## src/design/uule_pkg.sv

```systemverilog
// Package for the uuencode line encoder.
// Holds the payload structs, the line descriptor, the back-end state type and constants.
// No dependencies.
`timescale 1ns / 1ps
`default_nettype none

package uule_pkg;

	localparam int CNT_W = 6;
	localparam int GRP_W = 4;
	localparam int WORD_W = 24;

	localparam logic [6:0] CHAR_OFFSET = 7'd32;
	localparam logic [6:0] NEWLINE_CHAR = 7'd10;

	typedef struct packed {
		logic [7:0] data_byte;
		logic       end_of_data;
	} in_item_t;

	typedef struct packed {
		logic [6:0] out_char;
		logic       line_done;
	} out_item_t;

	typedef struct packed {
		logic [CNT_W-1:0] byte_count;
		logic [GRP_W-1:0] last_grp;
	} line_desc_t;

	typedef enum logic [1:0] {
		B_IDLE,
		B_LEN,
		B_DATA,
		B_NL
	} back_state_t;

endpackage

`default_nettype wire

```

## src/design/uuencode_line_encoder_top.sv

```systemverilog
// uuencode line encoder, top level. The byte that closes a line passes the descriptor
// queue and the back-end B_IDLE and B_LEN states before its first char is registered.
// Throughput: one byte per cycle into the front while a store bank is free; the back
// sends one char per cycle while the output port is ready, with an idle state between lines.
// Two store banks: the front stalls while two closed lines wait or are being sent.
// Reset (arst_n low, asynchronous) empties the queue and clears all counters; store is not cleared.
`timescale 1ns / 1ps
`default_nettype none

module uuencode_line_encoder_top #(
	parameter int LINE_CHARS = 60
) (
	input  wire logic                clk,
	input  wire logic                arst_n,
	input  wire logic                byte_valid,
	output logic                     byte_ready,
	input  wire uule_pkg::in_item_t  byte_item,
	output logic                     char_valid,
	input  wire logic                char_ready,
	output uule_pkg::out_item_t      char_item
);

	import uule_pkg::*;

	localparam int GROUPS = LINE_CHARS / 4;
	localparam int LINE_BYTES = GROUPS * 3;
	localparam int MEM_DEPTH = 2 * GROUPS;
	localparam int ADDR_W = $clog2(MEM_DEPTH);

	logic              wr_en;
	logic [ADDR_W-1:0] wr_addr;
	logic [WORD_W-1:0] wr_data;
	logic [ADDR_W-1:0] rd_addr;
	logic [WORD_W-1:0] rd_data;
	logic              push;
	line_desc_t        push_desc;
	logic              pop;
	logic              head_valid;
	line_desc_t        head_desc;
	logic              line_free;

	uule_front #(
		.LINE_BYTES(LINE_BYTES),
		.ADDR_W(ADDR_W)
	) u_front (
		.clk(clk),
		.arst_n(arst_n),
		.byte_valid(byte_valid),
		.byte_ready(byte_ready),
		.byte_item(byte_item),
		.wr_en(wr_en),
		.wr_addr(wr_addr),
		.wr_data(wr_data),
		.push(push),
		.push_desc(push_desc),
		.line_free(line_free)
	);

	uule_store #(
		.DEPTH(MEM_DEPTH),
		.ADDR_W(ADDR_W),
		.DATA_W(WORD_W)
	) u_store (
		.clk(clk),
		.wr_en(wr_en),
		.wr_addr(wr_addr),
		.wr_data(wr_data),
		.rd_addr(rd_addr),
		.rd_data(rd_data)
	);

	uule_desc_fifo u_fifo (
		.clk(clk),
		.arst_n(arst_n),
		.push(push),
		.push_desc(push_desc),
		.pop(pop),
		.head_valid(head_valid),
		.head_desc(head_desc)
	);

	uule_back #(
		.ADDR_W(ADDR_W)
	) u_back (
		.clk(clk),
		.arst_n(arst_n),
		.head_valid(head_valid),
		.head_desc(head_desc),
		.pop(pop),
		.rd_addr(rd_addr),
		.rd_data(rd_data),
		.line_free(line_free),
		.char_valid(char_valid),
		.char_ready(char_ready),
		.char_item(char_item)
	);

endmodule

`default_nettype wire

```

## src/design/uule_store.sv

```systemverilog
// Two-bank line store: one 24-bit word per three-byte group.
// One write port, one read port with registered read data. Depends on nothing.
`timescale 1ns / 1ps
`default_nettype none

module uule_store #(
	parameter int DEPTH = 30,
	parameter int ADDR_W = 5,
	parameter int DATA_W = 24
) (
	input  wire logic              clk,
	input  wire logic              wr_en,
	input  wire logic [ADDR_W-1:0] wr_addr,
	input  wire logic [DATA_W-1:0] wr_data,
	input  wire logic [ADDR_W-1:0] rd_addr,
	output logic      [DATA_W-1:0] rd_data
);

	logic [DATA_W-1:0] mem [DEPTH];
	logic [DATA_W-1:0] rd_data_q;

	always_ff @(posedge clk) begin
		if (wr_en) begin
			mem[wr_addr] <= wr_data;
		end
	end

	always_ff @(posedge clk) begin
		rd_data_q <= mem[rd_addr];
	end

	assign rd_data = rd_data_q;

endmodule

`default_nettype wire

```

## src/design/uule_front.sv

```systemverilog
// Front end: takes bytes, packs them into groups, writes the store and closes lines.
// Depends on uule_pkg.
`timescale 1ns / 1ps
`default_nettype none

module uule_front #(
	parameter int LINE_BYTES = 45,
	parameter int ADDR_W = 5
) (
	input  wire logic                    clk,
	input  wire logic                    arst_n,
	input  wire logic                    byte_valid,
	output logic                         byte_ready,
	input  wire uule_pkg::in_item_t      byte_item,
	output logic                         wr_en,
	output logic [ADDR_W-1:0]            wr_addr,
	output logic [uule_pkg::WORD_W-1:0]  wr_data,
	output logic                         push,
	output uule_pkg::line_desc_t         push_desc,
	input  wire logic                    line_free
);

	import uule_pkg::*;

	logic [WORD_W-1:0] acc_q;
	logic [1:0]        bpos_q;
	logic [GRP_W-1:0]  grp_q;
	logic [CNT_W-1:0]  cnt_q;
	logic              bank_q;
	logic [1:0]        held_q;

	logic              take;
	logic [WORD_W-1:0] new_word;
	logic [CNT_W-1:0]  cnt_n;
	logic              line_end;
	logic              grp_end;

	assign byte_ready = (held_q != 2'd2);
	assign take = byte_valid && byte_ready;

	always_comb begin
		case (bpos_q)
			2'd0: new_word = {byte_item.data_byte, 16'd0};
			2'd1: new_word = {acc_q[23:16], byte_item.data_byte, 8'd0};
			2'd2: new_word = {acc_q[23:8], byte_item.data_byte};
			default: new_word = {byte_item.data_byte, 16'd0};
		endcase
	end

	assign cnt_n = cnt_q + CNT_W'(1);
	assign line_end = byte_item.end_of_data || (cnt_n == CNT_W'(LINE_BYTES));
	assign grp_end = (bpos_q == 2'd2) || line_end;

	assign wr_en = take && grp_end;
	assign wr_addr = ADDR_W'({grp_q, bank_q});
	assign wr_data = new_word;

	assign push = take && line_end;
	assign push_desc.byte_count = cnt_n;
	assign push_desc.last_grp = grp_q;

	always_ff @(posedge clk) begin
		if (take) begin
			acc_q <= new_word;
		end
	end

	always_ff @(posedge clk or negedge arst_n) begin
		if (!arst_n) begin
			bpos_q <= 2'd0;
			grp_q <= '0;
			cnt_q <= '0;
			bank_q <= 1'b0;
		end else if (take) begin
			if (line_end) begin
				bpos_q <= 2'd0;
				grp_q <= '0;
				cnt_q <= '0;
				bank_q <= !bank_q;
			end else begin
				cnt_q <= cnt_n;
				if (grp_end) begin
					bpos_q <= 2'd0;
					grp_q <= grp_q + GRP_W'(1);
				end else begin
					bpos_q <= bpos_q + 2'd1;
				end
			end
		end
	end

	// lines held in the store: queued or being sent
	always_ff @(posedge clk or negedge arst_n) begin
		if (!arst_n) begin
			held_q <= 2'd0;
		end else begin
			held_q <= held_q + {1'b0, push} - {1'b0, line_free};
		end
	end

`ifndef ASSERT_OFF
	a_held_range: assert property (@(posedge clk) disable iff (!arst_n)
		held_q != 2'd3) else $error("front: more lines held than banks");
`endif

endmodule

`default_nettype wire

```

## src/design/uule_desc_fifo.sv

```systemverilog
// Two-entry queue of closed-line descriptors between front and back.
// Depends on uule_pkg.
`timescale 1ns / 1ps
`default_nettype none

module uule_desc_fifo (
	input  wire logic                 clk,
	input  wire logic                 arst_n,
	input  wire logic                 push,
	input  wire uule_pkg::line_desc_t push_desc,
	input  wire logic                 pop,
	output logic                      head_valid,
	output uule_pkg::line_desc_t      head_desc
);

	import uule_pkg::*;

	line_desc_t ent_q [2];
	logic       wptr_q;
	logic       rptr_q;
	logic [1:0] cnt_q;

	assign head_valid = (cnt_q != 2'd0);
	assign head_desc = ent_q[rptr_q];

	always_ff @(posedge clk) begin
		if (push) begin
			ent_q[wptr_q] <= push_desc;
		end
	end

	always_ff @(posedge clk or negedge arst_n) begin
		if (!arst_n) begin
			wptr_q <= 1'b0;
			rptr_q <= 1'b0;
			cnt_q <= 2'd0;
		end else begin
			if (push) begin
				wptr_q <= !wptr_q;
			end
			if (pop) begin
				rptr_q <= !rptr_q;
			end
			cnt_q <= cnt_q + {1'b0, push} - {1'b0, pop};
		end
	end

`ifndef ASSERT_OFF
	a_no_overflow: assert property (@(posedge clk) disable iff (!arst_n)
		push |-> (cnt_q != 2'd2 || pop)) else $error("desc queue overflow");
	a_no_underflow: assert property (@(posedge clk) disable iff (!arst_n)
		pop |-> head_valid) else $error("desc queue underflow");
`endif

endmodule

`default_nettype wire

```

## src/design/uule_back.sv

```systemverilog
// Back end: sends one line per descriptor: length char, four chars per group, newline.
// Reads group words from the store; output register toward the consumer. Depends on uule_pkg.
`timescale 1ns / 1ps
`default_nettype none

module uule_back #(
	parameter int ADDR_W = 5
) (
	input  wire logic                    clk,
	input  wire logic                    arst_n,
	input  wire logic                    head_valid,
	input  wire uule_pkg::line_desc_t    head_desc,
	output logic                         pop,
	output logic [ADDR_W-1:0]            rd_addr,
	input  wire logic [uule_pkg::WORD_W-1:0] rd_data,
	output logic                         line_free,
	output logic                         char_valid,
	input  wire logic                    char_ready,
	output uule_pkg::out_item_t          char_item
);

	import uule_pkg::*;

	back_state_t state_q, state_d;
	line_desc_t  desc_q;
	logic [GRP_W-1:0] grp_q, grp_d;
	logic [1:0]  chr_q, chr_d;
	logic        bank_q, bank_d;
	logic        out_valid_q;
	out_item_t   out_item_q;

	logic        take;
	logic        emit;
	out_item_t   emit_item;
	logic [5:0]  sextet;

	assign take = !out_valid_q || char_ready;

	always_comb begin
		case (chr_q)
			2'd0: sextet = rd_data[23:18];
			2'd1: sextet = rd_data[17:12];
			2'd2: sextet = rd_data[11:6];
			2'd3: sextet = rd_data[5:0];
			default: sextet = rd_data[23:18];
		endcase
	end

	always_comb begin
		state_d = state_q;
		case (state_q)
			B_IDLE: begin
				if (head_valid) state_d = B_LEN;
			end
			B_LEN: begin
				if (take) state_d = B_DATA;
			end
			B_DATA: begin
				if (take && chr_q == 2'd3 && grp_q == desc_q.last_grp) state_d = B_NL;
			end
			B_NL: begin
				if (take) state_d = B_IDLE;
			end
			default: state_d = B_IDLE;
		endcase
	end

	always_comb begin
		pop = 1'b0;
		emit = 1'b0;
		emit_item = '{out_char: NEWLINE_CHAR, line_done: 1'b1};
		grp_d = grp_q;
		chr_d = chr_q;
		bank_d = bank_q;
		line_free = 1'b0;
		case (state_q)
			B_IDLE: begin
				pop = head_valid;
				grp_d = '0;
				chr_d = 2'd0;
			end
			B_LEN: begin
				emit = take;
				emit_item = '{out_char: 7'(desc_q.byte_count) + CHAR_OFFSET, line_done: 1'b0};
			end
			B_DATA: begin
				emit = take;
				emit_item = '{out_char: {1'b0, sextet} + CHAR_OFFSET, line_done: 1'b0};
				if (take) begin
					chr_d = chr_q + 2'd1;
					if (chr_q == 2'd3 && grp_q != desc_q.last_grp) grp_d = grp_q + GRP_W'(1);
				end
			end
			B_NL: begin
				emit = take;
				if (take) begin
					bank_d = !bank_q;
					line_free = 1'b1;
				end
			end
			default: begin
				pop = 1'b0;
			end
		endcase
	end

	assign rd_addr = ADDR_W'({grp_d, bank_d});

	always_ff @(posedge clk) begin
		if (pop) begin
			desc_q <= head_desc;
		end
		if (emit) begin
			out_item_q <= emit_item;
		end
	end

	always_ff @(posedge clk or negedge arst_n) begin
		if (!arst_n) begin
			state_q <= B_IDLE;
			grp_q <= '0;
			chr_q <= 2'd0;
			bank_q <= 1'b0;
			out_valid_q <= 1'b0;
		end else begin
			state_q <= state_d;
			grp_q <= grp_d;
			chr_q <= chr_d;
			bank_q <= bank_d;
			if (emit) begin
				out_valid_q <= 1'b1;
			end else if (char_ready) begin
				out_valid_q <= 1'b0;
			end
		end
	end

	assign char_valid = out_valid_q;
	assign char_item = out_item_q;

`ifndef ASSERT_OFF
	a_done_is_newline: assert property (@(posedge clk) disable iff (!arst_n)
		(out_valid_q && out_item_q.line_done) |-> (out_item_q.out_char == NEWLINE_CHAR))
		else $error("back: line_done without newline");
	a_grp_in_line: assert property (@(posedge clk) disable iff (!arst_n)
		(state_q == B_DATA) |-> (grp_q <= desc_q.last_grp))
		else $error("back: group index past end of line");
`endif

endmodule

`default_nettype wire
```

## config.mk

```make
export PLATFORM = sky130hd
export DESIGN_NAME = uuencode_line_encoder_top
export DESIGN_NICKNAME = d
export VERILOG_FILES = /design/src/design/uule_pkg.sv /design/src/design/uuencode_line_encoder_top.sv /design/src/design/uule_store.sv /design/src/design/uule_front.sv /design/src/design/uule_desc_fifo.sv /design/src/design/uule_back.sv
export SDC_FILE = /design/constraint.sdc
export NUM_CORES = 1
export LEC_CHECK = 0
export BUFFER_PORTS_ARGS = -buffer_cell sky130_fd_sc_hd__buf_2
export CORE_MARGIN = 5
export CORE_UTILIZATION = 44
export DETAILED_ROUTE_END_ITERATION = 8
export PLACE_DENSITY = 0.71
export SYNTH_ARGS = -nofsm -noshare
export SYNTH_HDL_FRONTEND = slang
export SYNTH_HIERARCHICAL = 1
export SYNTH_SLANG_ARGS = --single-unit
```

## constraint.sdc

```tcl
create_clock -name clk -period 4.85 [get_ports clk]
set_input_delay 0.97 -clock clk [delete_from_list [all_inputs] [get_ports clk]]
set_output_delay 0.97 -clock clk [all_outputs]
set_load 0.05 [all_outputs]
```

; ---- Word level (Yosys, flattened, before mapping)
; Memory sizes are Yosys's and may differ from the RTL's. A register that Yosys moved wholly into a read port is not among the register bits.
; Cells that the tools add are included.
[classes]
bitwise_logic = 0
muxes = 30
eq_ne = 17
div = 0
add_sub_neg = 11
reduce_logical = 25
order_cmp = 0
n_mul = 0
shift = 0
[ops]
columns = op, count
row1 = $pmux W24 S2, 1
row2 = $pmux W6 S4, 1
row3 = $mux W4, 4
row4 = $pmux W8 S2, 1
row5 = $add A6 B6 Y7 const B, 2
row6 = $mux W2, 7
row7 = $mux W1, 12
row8 = $eq A2 B2 Y1 const B, 5
row9 = $ne A2 B1 Y1 const B, 5
row10 = $add A4 B1 Y4 const B, 2
row11 = $pmux W2 S4, 1
row12 = $pmux W4 S2, 1
row13 = $reduce_bool A2 Y1, 4
row14 = $add A6 B1 Y6 const B, 1
row15 = $eq A2 B1 Y1 const B, 3
row16 = $eq A6 B6 Y1 const B, 1
row17 = $logic_and A1 B1 Y1, 6
row18 = $mux W6, 1
row19 = $reduce_and A2 Y1, 3
row20 = $logic_not A1 Y1, 5
row21 = $add A2 B1 Y2, 2
row22 = $add A2 B1 Y2 const B, 2
row23 = $eq A4 B4 Y1, 1
row24 = $logic_not A2 Y1, 2
row25 = other kinds (7), 10
[totals]
ff_bits = 61
romBits = 0
out_inout_bits = 10
n_memories = 2
inputBits = 13
ramBits = 740
latchBits = 0
elab_cells = 101
[mem_list]
columns = memory, depth, word_bits, rd, rd_clocked_by_memory_dff, wr, line
row1 = u_store.mem, 30, 24, 1, 1, 1, uule_store.sv:19  ; logic [DATA_W-1:0] mem [DEPTH];
row2 = u_fifo.ent_q, 2, 10, 1, 1, 1, uule_desc_fifo.sv:18  ; line_desc_t ent_q [2];

; ---- Depth between registers and ports, before layout
; Gate-level depths: netlist of the first run.
[depth]
ltp_word = 7
depth_mapped = 14
ltp_nobuf = 10

; ---- Cells and area by module
; Netlist of the first run, hierarchy kept.
[modules_own_cells]
columns = mod, area_each_um2, seq_area_each_um2, instances, cells_per_inst
row1 = uule_store, 28542.4, 22101.2, 1, 1370
row2 = uule_front, 1690.4, 855.8, 1, 171
row3 = uule_back, 1465.2, 790.8, 1, 124
row4 = uule_desc_fifo, 950.9, 700.7, 1, 45

; ---- Least setup slack after synthesis of the first run
; Ideal clock, no wire load.
[synth_timing]
path_kind = input to register
startpoint = input port byte_valid
endpoint = memory u_store.mem[12][0], enable pin
n_path_buf = 3
setup_ns = 0.405
cell_stages = 7
setup_slack_ns = 1.085
arrival_ns = 3.360
cell_sequence = nand2_1 -> clkbuf_1 -> clkbuf_1 -> a21oi_1 -> or3b_2 -> clkbuf_1 -> nor2_1
[synth_between]
elab_chain_len = 4
[synth_lines]
columns = element, line
row1 = start: declaration, uuencode_line_encoder_top.sv:15  ; input wire logic byte_valid,
row2 = $logic_and A1 B1 Y1, uule_front.sv:39  ; assign take = byte_valid && byte_ready;
row3 = $logic_and A1 B1 Y1, uule_front.sv:54  ; assign wr_en = take && grp_end;
row4 = via wr_en, uuencode_line_encoder_top.sv:30  ; logic wr_en;
row5 = $mux W1, uule_store.sv:23  ; if (wr_en) begin
row6 = $mux W1 (implied by the code), uule_store.sv:24  ; mem[wr_addr] <= wr_data;
row7 = end: declaration, uule_store.sv:19
; The timed path passes the listed nets, and every way through them passes these cells.

; ---- Worst setup path after layout of the first run
[layout_timing]
startpoint = register u_back.state_q[0]
endpoint = register u_store.rd_data_q[19], in the netlist u_store/rd_data[19] (read register of u_store.mem)
[layout_between]
elab_chain_len = 2
elab_cells_between_ends = 5
[layout_lines]
columns = element, line
row1 = start: declaration, uule_back.sv:24  ; back_state_t state_q, state_d;
row2 = start signal: assignment, uule_back.sv:126  ; state_q <= state_d;
row3 = $eq A2 B2 Y1 or $logic_not A2 Y1 (tied branches), uule_back.sv:76  ; case (state_q)
row4 = $pmux W4 S2 *, uule_back.sv:76
row5 = via rd_addr[1], uuencode_line_encoder_top.sv:33  ; logic [ADDR_W-1:0] rd_addr;
row6 = end: declaration, uule_store.sv:20  ; logic [DATA_W-1:0] rd_data_q;
; The timed path passes the listed nets; every way through them passes the cells marked *.
; A chain may end at the register's enable or synchronous reset.

==> Flow_metrics.wiki, run 1 <==
{| class="wikitable"
! Metric !! Value
|-
| Total power density per cell area || 567 nW/um^2
|-
| Routed wire length || 74200 microns
|-
| Routed WL per cell || 26.4 microns
|-
| Clock tree from TritonCTS || built
|-
| Hold-fix buffer count after cts || 0
|-
| Final cycle utilization of the critical path || 78.8%
|-
| Cell count after synthesis || 1710
|-
| Data arrival time of the worst path || 4320 ps
|-
| Number of distinct library cell variants in the gate-level netlist after synthesis || 71
|-
| Final Hold Fails || 0
|-
| Netlist Area Pre-Place || 32600 sq um
|-
| Internal || 14500 uW
|-
| HPWL after detailed placement || 45100 microns
|-
| Overall global routing resource usage || 18.6%
|-
| Critical path cell sequence || inv_1, ha_1, nand3_1, nor2_1, mux2i_4, nor2b_1, nand2b_1, o22ai_1, nor4_1
|-
| Effective utilization at floorplan || 44.5%
|-
| Aggregate global routing overflow || 0
|-
| Clock H-tree levels || 3
|-
| Switching Fraction || 30.1%
|-
| Cell with the biggest individual delay on the critical path || sky130_fd_sc_hd__nor2b_1
|-
| Sequential fraction of design power || 45.2%
|-
| Required time of the critical path || 5340 ps
|-
| Max-slew headroom || 10.5%
|-
| Share of power burned in the clock network || 27.9%
|-
| Number of violations of the max-capacitance limit || 0
|-
| FFs w/ async S/R, synth || 3.51%
|-
| Post-layout min period || 3820 ps
|-
| Post-Layout Inst Area || 36700 sq um
|-
| VDD IR-drop max || 398 uV
|-
| Highest Clock Rate || 0.262 GHz
|-
| Number of flip-flops and latches in the synthesized netlist || 827
|-
| Number of remaining DRC errors || 0
|-
| Startpoint kind of the worst setup timing path || flip-flop
|-
| Classification of the worst-slack hold path || in2async
|-
| Critical Path Max Stage Delay || 710 ps
|-
| Number of inserted filler cells in the final layout || 5788
|-
| Psw || 6260 uW
|-
| DIE HEIGHT || 282 microns
|-
| Clock Path Buffers || 3
|-
| Cell count after placement || 2671
|-
| Mapped Avg Cell Area || 19.1 sq um
|-
| Final total negative setup slack || 0 ps
|-
| Max-slew violation count || 0
|-
| Io pins || 23
|-
| Final weighted congestion in routability-driven placement || 0.827
|-
| Worst setup EP type || flip-flop
|-
| Final cell count without fillers || 2812
|-
| 1st-pass router iterations || 5
|-
| Total setup buffers inserted after CTS || 0
|-
| Vias in the first global route || 16756
|-
| Core area || 73300 sq um
|-
| Smallest hold slack || 416 ps
|-
| Ratio of cells with drive above 1 in the final layout || 20.5%
|-
| Maximum number of pins on one net before global-route repair || 57
|-
| Logic pwr share || 26.9%
|-
| Clock latency on the worst-skew pair || 620 ps
|-
| First-iteration detailed-routing DRC count || 1835
|-
| Die Span X || 282 microns
|-
| Count of nets after finishing || 1824
|-
| Clock transition at the register clock pins on the worst setup and hold paths after CTS || 70 ps
|-
| Total of warnings raised by yosys || 6
|-
| Net count of the mapped netlist || 1742
|-
| CTS sink count || 827
|-
| Number of antenna violations at the first check in global routing || 0
|-
| Buffers added on ports || 22
|-
| Area growth, synth to finish || 12.3%
|-
| Worst setup path category || reg2reg
|-
| CP max FO || 11
|-
| Status || finished, final reports clean
|-
| Wire length of the first global-routing pass || 110000 microns
|-
| Number of placement rows || 99
|-
| Placed Instance Area || 34200 sq um
|-
| Leakage || 0.0121 uW
|-
| Setup repair after global routing missed its margin || false
|-
| CTS Buf Count || 78
|-
| Count of antenna-violating nets left after detailed routing || 0
|-
| Final Skew || 26.0 ps
|-
| Routed vias || 16608
|-
| Primary flip-flop cell chosen by synthesis mapping || sky130_fd_sc_hd__edfxtp_1
|-
| Number of enable-type register cells in the synthesized netlist || 774
|-
| Fraction of the yosys area taken by sequential cells || 74.9%
|-
| Final number of setup-violating endpoints || 0
|-
| Number of antenna diodes || 0
|-
| CTS root buffer || sky130_fd_sc_hd__clkbuf_16
|-
| Pin slew with the least headroom to its limit || 1340 ps
|-
| CTS-repair resized insts || 0
|-
| Die Outline Area || 79700 sq um
|-
| Via/cell ratio || 5.91
|}
[power groups by stage]
stage                     combinational [uW]  sequential (uW)  clock, uW
after detailed placement                5600             9540          0
after CTS                               5610             9390       5900
after global routing                    5960             9440       6200
after global placement                  5420             9500          0
after floorplan                         4170             9520          0
final                                   5580             9400       5800
[registers in the layout, summed over array words and instances, names as in the netlist, 4 cells and up]
name              flops
u_back/grp_q          4
u_front/grp_q         4
u_front/cnt_q         6
u_store/mem         720
u_fifo/ent_q         20
u_store/rd_data      24
u_back/desc_q        10
u_back/char_item      8
u_front/acc_q        16
[critical path: cells and delay by family, from the launching register on]
family / cells / cell delay, ps
DFF: 1 / 420
buffers and inverters: 1 / 150
AOI/OAI and AO/OA: 1 / 290
adders and majority gates: 1 / 400
and+or+nand+nor: 5 / 1830
muxes: 1 / 600
[layer usage]
| metal | up-vias | part of all wire [%] | global-route usage [%] |
|---|---|---|---|
| li1 | 7095 | - | - |
| met1 | 8656 | 41 | 25.6 |
| met2 | 739 | 49 | 30.6 |
| met3 | 118 | 7.8 | 3.37 |
| met4 | 0 | 2.4 | 5.50 |
| met5 | - | 0 | 0 |
[cell type report]
| class | count | area (sq um) | area share [%] |
|---|---|---|---|
| multi-input combinational | 776 | 7700 | 21.0 |
| timing repair buffer | 88 | 793 | 2.16 |
| sequential | 827 | 24400 | 66.7 |
| tap | 959 | 1200 | 3.27 |
| inverter | 21 | 78.8 | 0.215 |
| clock buffer | 107 | 2190 | 5.96 |
| clock inverter | 34 | 250 | 0.683 |
[layout by cell type, fill, tap and decap left out, types with 19 or more instances in the layout]
cell                        Yosys  routed
sky130_fd_sc_hd__nor2_2         1      36
sky130_fd_sc_hd__mux2_2        23      23
sky130_fd_sc_hd__buf_2         20      22
sky130_fd_sc_hd__nand2_1       88      88
sky130_fd_sc_hd__dfxtp_1       24      24
sky130_fd_sc_hd__mux4_2        64      64
sky130_fd_sc_hd__clkbuf_16      0      82
sky130_fd_sc_hd__a22oi_1       60      60
sky130_fd_sc_hd__ha_1          19      19
sky130_fd_sc_hd__o22ai_1       33      33
sky130_fd_sc_hd__inv_1         20      20
sky130_fd_sc_hd__a21oi_1       25      25
sky130_fd_sc_hd__edfxtp_1     774     774
sky130_fd_sc_hd__mux2i_1      152     148
sky130_fd_sc_hd__dfrtp_1       29      29
sky130_fd_sc_hd__nand3_1       30      30
sky130_fd_sc_hd__mux4_1        39      39
sky130_fd_sc_hd__clkbuf_1      21      21
sky130_fd_sc_hd__buf_4         13      51
[cells by family after synthesis]
family,Yosys count,synth area share (%)
DFF,827,74.9
muxes,287,13.4
AOI/OAI and AO/OA,192,4.22
and+or+nand+nor,264,4.20
buffers and inverters,107,2.11
xor gates and xnor gates,14,0.445
adders and majority gates,19,0.728
[path summary, 6_finish.rpt]
path	cells after the start	start	end	slack [ps]
max in group asynchronous	1	arst_n	u_front/cnt_q[1]	3950
setup / recovery	9	u_back/state_q[0]	u_store/rd_data[19]	1030
min in group clk	1	u_fifo/wptr_q	u_fifo/wptr_q	490
hold / removal	1	arst_n	u_back/char_valid	420
hold reg to reg	1	u_fifo/wptr_q	u_fifo/wptr_q	490
setup reg to reg	9	u_back/state_q[0]	u_store/rd_data[19]	1030
[synth_stat cells, types with 9 or more instances]
library cell | instances | area share [%]
sky130_fd_sc_hd__mux2_4 | 9 | 0.41
sky130_fd_sc_hd__mux2_2 | 23 | 0.79
sky130_fd_sc_hd__nor3_1 | 10 | 0.15
sky130_fd_sc_hd__xor2_1 | 9 | 0.24
sky130_fd_sc_hd__dfrtp_1 | 29 | 2.2
sky130_fd_sc_hd__mux4_1 | 39 | 3.1
sky130_fd_sc_hd__nand3_1 | 30 | 0.46
sky130_fd_sc_hd__or2_2 | 9 | 0.17
sky130_fd_sc_hd__and2_1 | 15 | 0.29
sky130_fd_sc_hd__clkbuf_1 | 21 | 0.24
sky130_fd_sc_hd__a21boi_0 | 9 | 0.21
sky130_fd_sc_hd__a21oi_1 | 25 | 0.38
sky130_fd_sc_hd__edfxtp_1 | 774 | 71
sky130_fd_sc_hd__inv_1 | 20 | 0.23
sky130_fd_sc_hd__a22oi_1 | 60 | 1.4
sky130_fd_sc_hd__o22ai_1 | 33 | 0.63
sky130_fd_sc_hd__buf_2 | 20 | 0.31
sky130_fd_sc_hd__ha_1 | 19 | 0.73
sky130_fd_sc_hd__buf_6 | 19 | 0.66
sky130_fd_sc_hd__mux2i_1 | 152 | 4.7
sky130_fd_sc_hd__o21ai_0 | 20 | 0.31
sky130_fd_sc_hd__buf_4 | 13 | 0.30
sky130_fd_sc_hd__nand4_1 | 11 | 0.21
sky130_fd_sc_hd__mux4_2 | 64 | 4.4
sky130_fd_sc_hd__nand2_1 | 88 | 1.0
sky130_fd_sc_hd__nor2_1 | 49 | 0.56
sky130_fd_sc_hd__dfxtp_1 | 24 | 1.5
[per-stage QoR]
step | setup slack (ps) | total power, uW | utilization (%)
floorplan | 1080 | 13700 | -
global placement | 725 | 14900 | 46.7
detailed placement | 647 | 15100 | 46.7
CTS | 1050 | 20900 | 50.0
global route | 822 | 21600 | 50.0
finish | 1030 | 20800 | 50.0
Note: power is estimated with default switching activity, not from simulation.
==> run 2, diff against run 1 <==
--- a/config.mk
+++ b/config.mk
@@ -9,7 +9,7 @@
 export CORE_MARGIN = 5
 export CORE_UTILIZATION = 44
 export DETAILED_ROUTE_END_ITERATION = 8
-export PLACE_DENSITY = 0.71
+export PLACE_DENSITY = 0.73
 export SYNTH_ARGS = -nofsm -noshare
 export SYNTH_HDL_FRONTEND = slang
 export SYNTH_HIERARCHICAL = 1
==> constraint.sdc (replaced) <==
create_clock -name clk -period 3.4 [get_ports clk]
set_input_delay 0.68 -clock clk [delete_from_list [all_inputs] [get_ports clk]]
set_output_delay 0.68 -clock clk [all_outputs]
set_load 0.05 [all_outputs]
==> run 2 against run 1 <==
Critical path depth increased by 4; clock skew shrank 1.1 ps; count of clock-buffer cells in the layout shrank 12; design area grew 2.3%; critical endpoint is now u_store/rd_data[10]; register-to-register slack worse by 820 ps; sequential power is 43% higher; clock power grew 51%; global-route usage up 0.27 points; utilization up 1.2 points; sequential cell count unchanged; sequential share of layout area down 1.5 points; critical path type unchanged; first-iteration DRC count up 18%.
==> Flow_metrics.wiki, run 2 (synthesized netlist as in run 1, its figures left out) <==
{| class="wikitable"
! Metric !! Value
|-
| Status || finished, final reports clean
|-
| Cell with the biggest individual delay on the critical path || sky130_fd_sc_hd__dfrtp_1
|-
| Worst setup EP type || flip-flop
|-
| Met3 track demand over resource in global routing || 3.46%
|-
| Count of nets after finishing || 1888
|-
| Final cell count without fillers || 2879
|-
| Final Skew || 24.9 ps
|-
| Core area || 73300 sq um
|-
| Worst reg2reg setup slack || 200 ps
|-
| First-iteration detailed-routing DRC count || 2166
|-
| Routed WL per cell || 26.0 microns
|-
| Clock Path Buffers || 3
|-
| Met2 Use GR || 30.1%
|-
| Worst setup path category || reg2reg
|-
| CTS root buffer || sky130_fd_sc_hd__clkbuf_16
|-
| Final cycle utilization of the critical path || 94.0%
|-
| Clock transition at the register clock pins on the worst setup and hold paths after CTS || 60 ps
|-
| Cell count after placement || 2731
|-
| Buffers added on ports || 22
|-
| Effective utilization at floorplan || 44.5%
|-
| Number of inserted filler cells in the final layout || 5646
|-
| Biggest register || u_store/mem
|-
| Cell count along the critical path || 13
|-
| Worst setup path startpoint || u_back/state_q[0]
|-
| HPWL after detailed placement || 47500 microns
|-
| Setup repair after global routing missed its margin || false
|-
| Aggregate global routing overflow || 0
|-
| Vias in the first global route || 17201
|-
| Placed Instance Area || 34800 sq um
|-
| Global routing usage on met1 || 26.7%
|-
| Startpoint kind of the worst setup timing path || flip-flop
|-
| VDD IR-drop max || 848 uV
|-
| Family of cells with the greatest summed delay on the critical path || buffers and inverters
|-
| Ratio of cells with drive above 1 in the final layout || 23.5%
|-
| Classification of the worst-slack hold path || in2async
|-
| Data arrival time of the worst path || 3690 ps
|-
| Io pins || 23
|-
| Number of violations of the max-capacitance limit || 0
|-
| Busiest layer in global routing || met2
|-
| Count of antenna-violating nets left after detailed routing || 0
|-
| Post-Layout Inst Area || 37500 sq um
|-
| Total design power || 30400 uW
|-
| Highest Clock Rate || 0.313 GHz
|-
| Final weighted congestion in routability-driven placement || 0.911
|-
| Routed vias || 16997
|-
| DIE HEIGHT || 282 microns
|-
| Leading cell type in the layout, fill and taps excluded || sky130_fd_sc_hd__edfxtp_1
|-
| CTS Buf Count || 79
|-
| Number of remaining DRC errors || 0
|-
| Final number of setup-violating endpoints || 0
|-
| Clock tree from TritonCTS || built
|-
| Die Span X || 282 microns
|-
| Final Hold Fails || 0
|-
| Required time of the critical path || 3900 ps
|-
| 1st-pass router iterations || 5
|-
| Most used cells in the layout excluding fill and tap cells || sky130_fd_sc_hd__edfxtp_1 (774), sky130_fd_sc_hd__mux2i_1 (148), sky130_fd_sc_hd__buf_4 (98)
|-
| Count of cells along the worst register-to-register path || 13
|-
| Pin slew with the least headroom to its limit || 1340 ps
|-
| Post-layout min period || 3200 ps
|-
| Routed wire length || 75000 microns
|-
| Clock H-tree levels || 3
|-
| Flip-flop count of the largest register after layout || 720
|-
| CP max FO || 23
|-
| Wire length of the first global-routing pass || 112000 microns
|-
| R2r endpoint || u_store/rd_data[10]
|-
| Max-slew headroom || 10.4%
|-
| Smallest hold slack || 117 ps
|-
| Leakage || 0.0126 uW
|-
| Via/cell ratio || 5.90
|-
| Number of placement rows || 99
|-
| Critical Path Max Stage Delay || 430 ps
|-
| CTS sink count || 827
|-
| Maximum number of pins on one net before global-route repair || 49
|-
| Area growth, synth to finish || 14.9%
|-
| Overall global routing resource usage || 18.8%
|-
| Total power density per cell area || 810 nW/um^2
|-
| Number of antenna violations at the first check in global routing || 1
|-
| Clock latency on the worst-skew pair || 630 ps
|-
| FF-to-FF Start || u_back/state_q[0]
|-
| Max-slew violation count || 0
|-
| WP buf/inv || 5
|-
| Critical path cell sequence || inv_1, ha_2, nand3_1, nor3b_1, buf_4, mux2i_4, buf_12, buf_12, buf_4, mux2i_1, a22oi_1, nand4_1, nand3_1
|-
| Die Outline Area || 79700 sq um
|}
run 2: changes by cell type in the layout (fill, tap and decap cells not counted), sizes merged:
| cell | delta |
|---|---|
| buf | +63 |
| bufinv | +6 |
| clkbuf | -12 |
| clkinv | +4 |
| clkinvlp | +2 |
| diode | +2 |
| inv | +2 |
run 2: worst reg2reg max path: stages (launching register included):
cell and delay [ps]:
sky130_fd_sc_hd__dfrtp_1 430, sky130_fd_sc_hd__inv_1 160, sky130_fd_sc_hd__ha_2 290, sky130_fd_sc_hd__nand3_1 170
sky130_fd_sc_hd__nor3b_1 230, sky130_fd_sc_hd__buf_4 160, sky130_fd_sc_hd__mux2i_4 350, sky130_fd_sc_hd__buf_12 200
sky130_fd_sc_hd__buf_12 200, sky130_fd_sc_hd__buf_4 200, sky130_fd_sc_hd__mux2i_1 290, sky130_fd_sc_hd__a22oi_1 140
sky130_fd_sc_hd__nand4_1 150, sky130_fd_sc_hd__nand3_1 110
run 2: layer usage:
metal  vias to the layer above  part of all wire, %
met2                       877                   48
li1                       7231                    -
met5                         -                    0
met4                         0                  2.9
met3                       128                  9.6
met1                      8761                   39
run 2: through the flow:
step	setup TNS (ps)	setup WS, ps	utilization, %
final	0	204	51.2
after global routing	0	71.7	51.1
after CTS	0	120	51.1
after detailed placement	0	77.0	47.5
after global placement	0	113	47.5
after floorplan	-40270	-213	-
run 2: worst max-delay path by stage:
stage                                     end
after floorplan            u_store/mem[12][0]
after global placement    u_store/rd_data[12]
after detailed placement  u_store/rd_data[10]
after CTS                 u_store/rd_data[10]
after global routing      u_store/rd_data[10]
final                     u_store/rd_data[10]
run 2: area by class of cell:
cell class	instances	area, sq um	share of cell area (%)
flip-flops and latches	827	24400	65.2
multi-input cells	776	7710	20.6
clock inverters	48	509	1.36
inverters	21	78.8	0.210
well taps	959	1200	3.20
repair buffers	151	1460	3.89
diodes	2	5.00	0.0133
clock buffers	95	2100	5.60
run 2: repair_timing:
action                     CTS  global route
hold buffers                 0             0
setup buffers                0             3
gates resized for setup      0             4
setup endpoints to repair    0            31
run 2: power by group:
| part | internal (uW) | switching, uW |
|---|---|---|
| clock network | 5060 | 3710 |
| logic | 3280 | 4950 |
| registers | 12900 | 449 |
| total | 21300 | 9110 |
==> run 3, diff against run 2 <==
--- a/config.mk
+++ b/config.mk
@@ -6,10 +6,12 @@
 export NUM_CORES = 1
 export LEC_CHECK = 0
 export BUFFER_PORTS_ARGS = -buffer_cell sky130_fd_sc_hd__buf_2
+export CORE_ASPECT_RATIO = 0.6
 export CORE_MARGIN = 5
 export CORE_UTILIZATION = 44
 export DETAILED_ROUTE_END_ITERATION = 8
 export PLACE_DENSITY = 0.73
+export SKIP_LAST_GASP = 1
 export SYNTH_ARGS = -nofsm -noshare
 export SYNTH_HDL_FRONTEND = slang
 export SYNTH_HIERARCHICAL = 1
==> run 3 against run 2 <==
Global-route usage is 0.39 points higher; worst setup slack got worse by 100 ps; routed wire length rose by 3.5%; clock power down 6.4%; sequential share of layout area grew 0.24 points; non-clock buffer count grew 14; utilization is 0.38 points lower; count of clock-buffer cells in the layout is 8 lower; die area increased by 0.22%; fmax decreased by 3.1%; combinational power up 5.3%; sequential cell count is the same; largest cell class unchanged.
==> Flow_metrics.wiki, run 3 (synthesized netlist as in run 1, its figures left out) <==
{| class="wikitable"
! Metric !! Value
|-
| Flip-flop count of the largest register after layout || 720
|-
| CTS sink count || 827
|-
| CP max FO || 8
|-
| CTS Buf Count || 72
|-
| Most used cells in the layout excluding fill and tap cells || sky130_fd_sc_hd__edfxtp_1 (774), sky130_fd_sc_hd__mux2i_1 (148), sky130_fd_sc_hd__buf_4 (113)
|-
| Setup repair after global routing missed its margin || false
|-
| Highest Clock Rate || 0.303 GHz
|-
| Wire length of the first global-routing pass || 114000 microns
|-
| Worst setup path category || reg2reg
|-
| Via/cell ratio || 5.92
|-
| Die Outline Area || 79900 sq um
|-
| Routed vias || 17222
|-
| Number of antenna diodes || 0
|-
| Total power density per cell area || 811 nW/um^2
|-
| Leading cell type in the layout, fill and taps excluded || sky130_fd_sc_hd__edfxtp_1
|-
| CTS root buffer || sky130_fd_sc_hd__clkbuf_16
|-
| Max-slew violation count || 0
|-
| Clock Path Buffers || 3
|-
| Count of nets after finishing || 1895
|-
| Final weighted congestion in routability-driven placement || 0.920
|-
| DIE HEIGHT || 221 microns
|-
| Final cycle utilization of the critical path || 97.0%
|-
| Routed WL per cell || 26.7 microns
|-
| 1st-pass router iterations || 6
|-
| Worst setup EP type || flip-flop
|-
| Pin slew with the least headroom to its limit || 1340 ps
|-
| Area growth, synth to finish || 14.5%
|-
| VDD IR-drop max || 826 uV
|-
| Post-layout min period || 3300 ps
|-
| Buffers added on ports || 22
|-
| Data arrival time of the worst path || 3610 ps
|-
| Hold-fix buffer count after cts || 0
|-
| Required time of the critical path || 3710 ps
|-
| FF-to-FF Start || u_front/cnt_q[0]
|-
| Cell count after placement || 2775
|-
| Critical Path Max Stage Delay || 640 ps
|-
| Clock tree from TritonCTS || built
|-
| Vias in the first global route || 17100
|-
| Startpoint kind of the worst setup timing path || flip-flop
|-
| Final Hold Fails || 0
|-
| Final number of setup-violating endpoints || 0
|-
| Number of remaining DRC errors || 0
|-
| Status || finished, final reports clean
|-
| HPWL after detailed placement || 50500 microns
|-
| Die Span X || 362 microns
|-
| Clock transition at the register clock pins on the worst setup and hold paths after CTS || 60 ps
|-
| R2r endpoint || u_store/mem[24][20]
|-
| Count of cells along the worst register-to-register path || 9
|-
| Leakage || 0.0125 uW
|-
| Overall global routing resource usage || 19.2%
|-
| Clock latency on the worst-skew pair || 630 ps
|-
| Number of violations of the max-capacitance limit || 0
|-
| Biggest register || u_store/mem
|-
| Number of placement rows || 77
|-
| Cell with the biggest individual delay on the critical path || sky130_fd_sc_hd__or3b_2
|-
| Ratio of cells with drive above 1 in the final layout || 23.6%
|-
| Final Skew || 28.0 ps
|-
| Classification of the worst-slack hold path || in2async
|-
| First-iteration detailed-routing DRC count || 2571
|-
| Max-slew headroom || 11.0%
|-
| Aggregate global routing overflow || 0
|-
| Io pins || 23
|-
| Maximum number of pins on one net before global-route repair || 50
|-
| Final cell count without fillers || 2910
|-
| Count of antenna-violating nets left after detailed routing || 0
|-
| Critical path cell sequence || ha_1, or2b_1, o21ai_1, a21o_1, nand4_1, a21oi_1, or3b_2, nor2_2, buf_4
|-
| Core Util, Final || 50.8%
|-
| Core area || 73600 sq um
|-
| Routed wire length || 77600 microns
|-
| Number of antenna violations at the first check in global routing || 1
|-
| Clock H-tree levels || 3
|-
| Worst reg2reg setup slack || 100 ps
|-
| Effective utilization at floorplan || 44.4%
|}
run 3: cell type report:
cell class	instances	area, sq um
Fill cell	5756	36200
Sequential cell	827	24400
Multi-Input combinational cell	776	7690
Clock buffer	87	1930
Timing Repair Buffer	165	1560
Tap cell	987	1230
Clock inverter	47	434
Inverter	21	78.8
run 3: worst max-delay path by stage:
stage | start | end | slack (ps) | depth (start not counted)
CTS | u_back/state_q[0] | u_store/rd_data[21] | 60 | 12
finish | u_front/cnt_q[0] | u_store/mem[24][20] | 100 | 9
global placement | u_back/state_q[0] | u_store/rd_data[21] | 140 | 11
floorplan | u_front/held_q[1] | u_store/mem[12][0] | -210 | 8
global route | u_front/cnt_q[0] | u_store/mem[24][20] | 3 | 9
detailed placement | u_back/state_q[0] | u_store/rd_data[21] | 110 | 12
run 3: critical path, delay by kind of cell (launching register included):
family | cells | cell delay, ps
adders and majority gates | 1 | 280
buffers and inverters | 1 | 270
AOI/OAI and AO/OA | 3 | 660
and+or+nand+nor | 4 | 1340
DFF | 1 | 430
run 3: repair_timing:
action | in CTS | in global routing
resized for setup | 0 | 3
buffers inserted | 0 | 1
endpoints found under the setup margin | 0 | 13
run 3: routing by layer:
metal  wire length [microns]  global-route usage (%)  part of all wire (%)  up-vias
met5                       0                       0                     0        -
met4                    1760                    4.81                   2.3        0
met3                   10700                    6.26                    14      125
met2                   32000                    26.1                    41     1032
met1                   33100                    29.9                    43     8828
li1                        -                       -                     -     7237
run 3: power by group:
group	leakage, uW	internal (uW)	switching, uW	total, uW
clock network	0.00115	4550	3660	8210
logic	0.00367	3490	5190	8680
registers	0.00770	12900	502	13400
run 3: metrics by stage:
stage               hold slack (ps)  setup WS [ps]  area (sq um)  TNS [ps]  total power [uW]
global route                    136           3.07         37400         0             31500
floorplan                       384           -213         32600    -40270             19500
detailed placement              477            108         35000         0             22200
CTS                             103           60.3         37400         0             30400
global placement                470            136         35000         0             21900
finish                         97.4            101         37400         0             30300
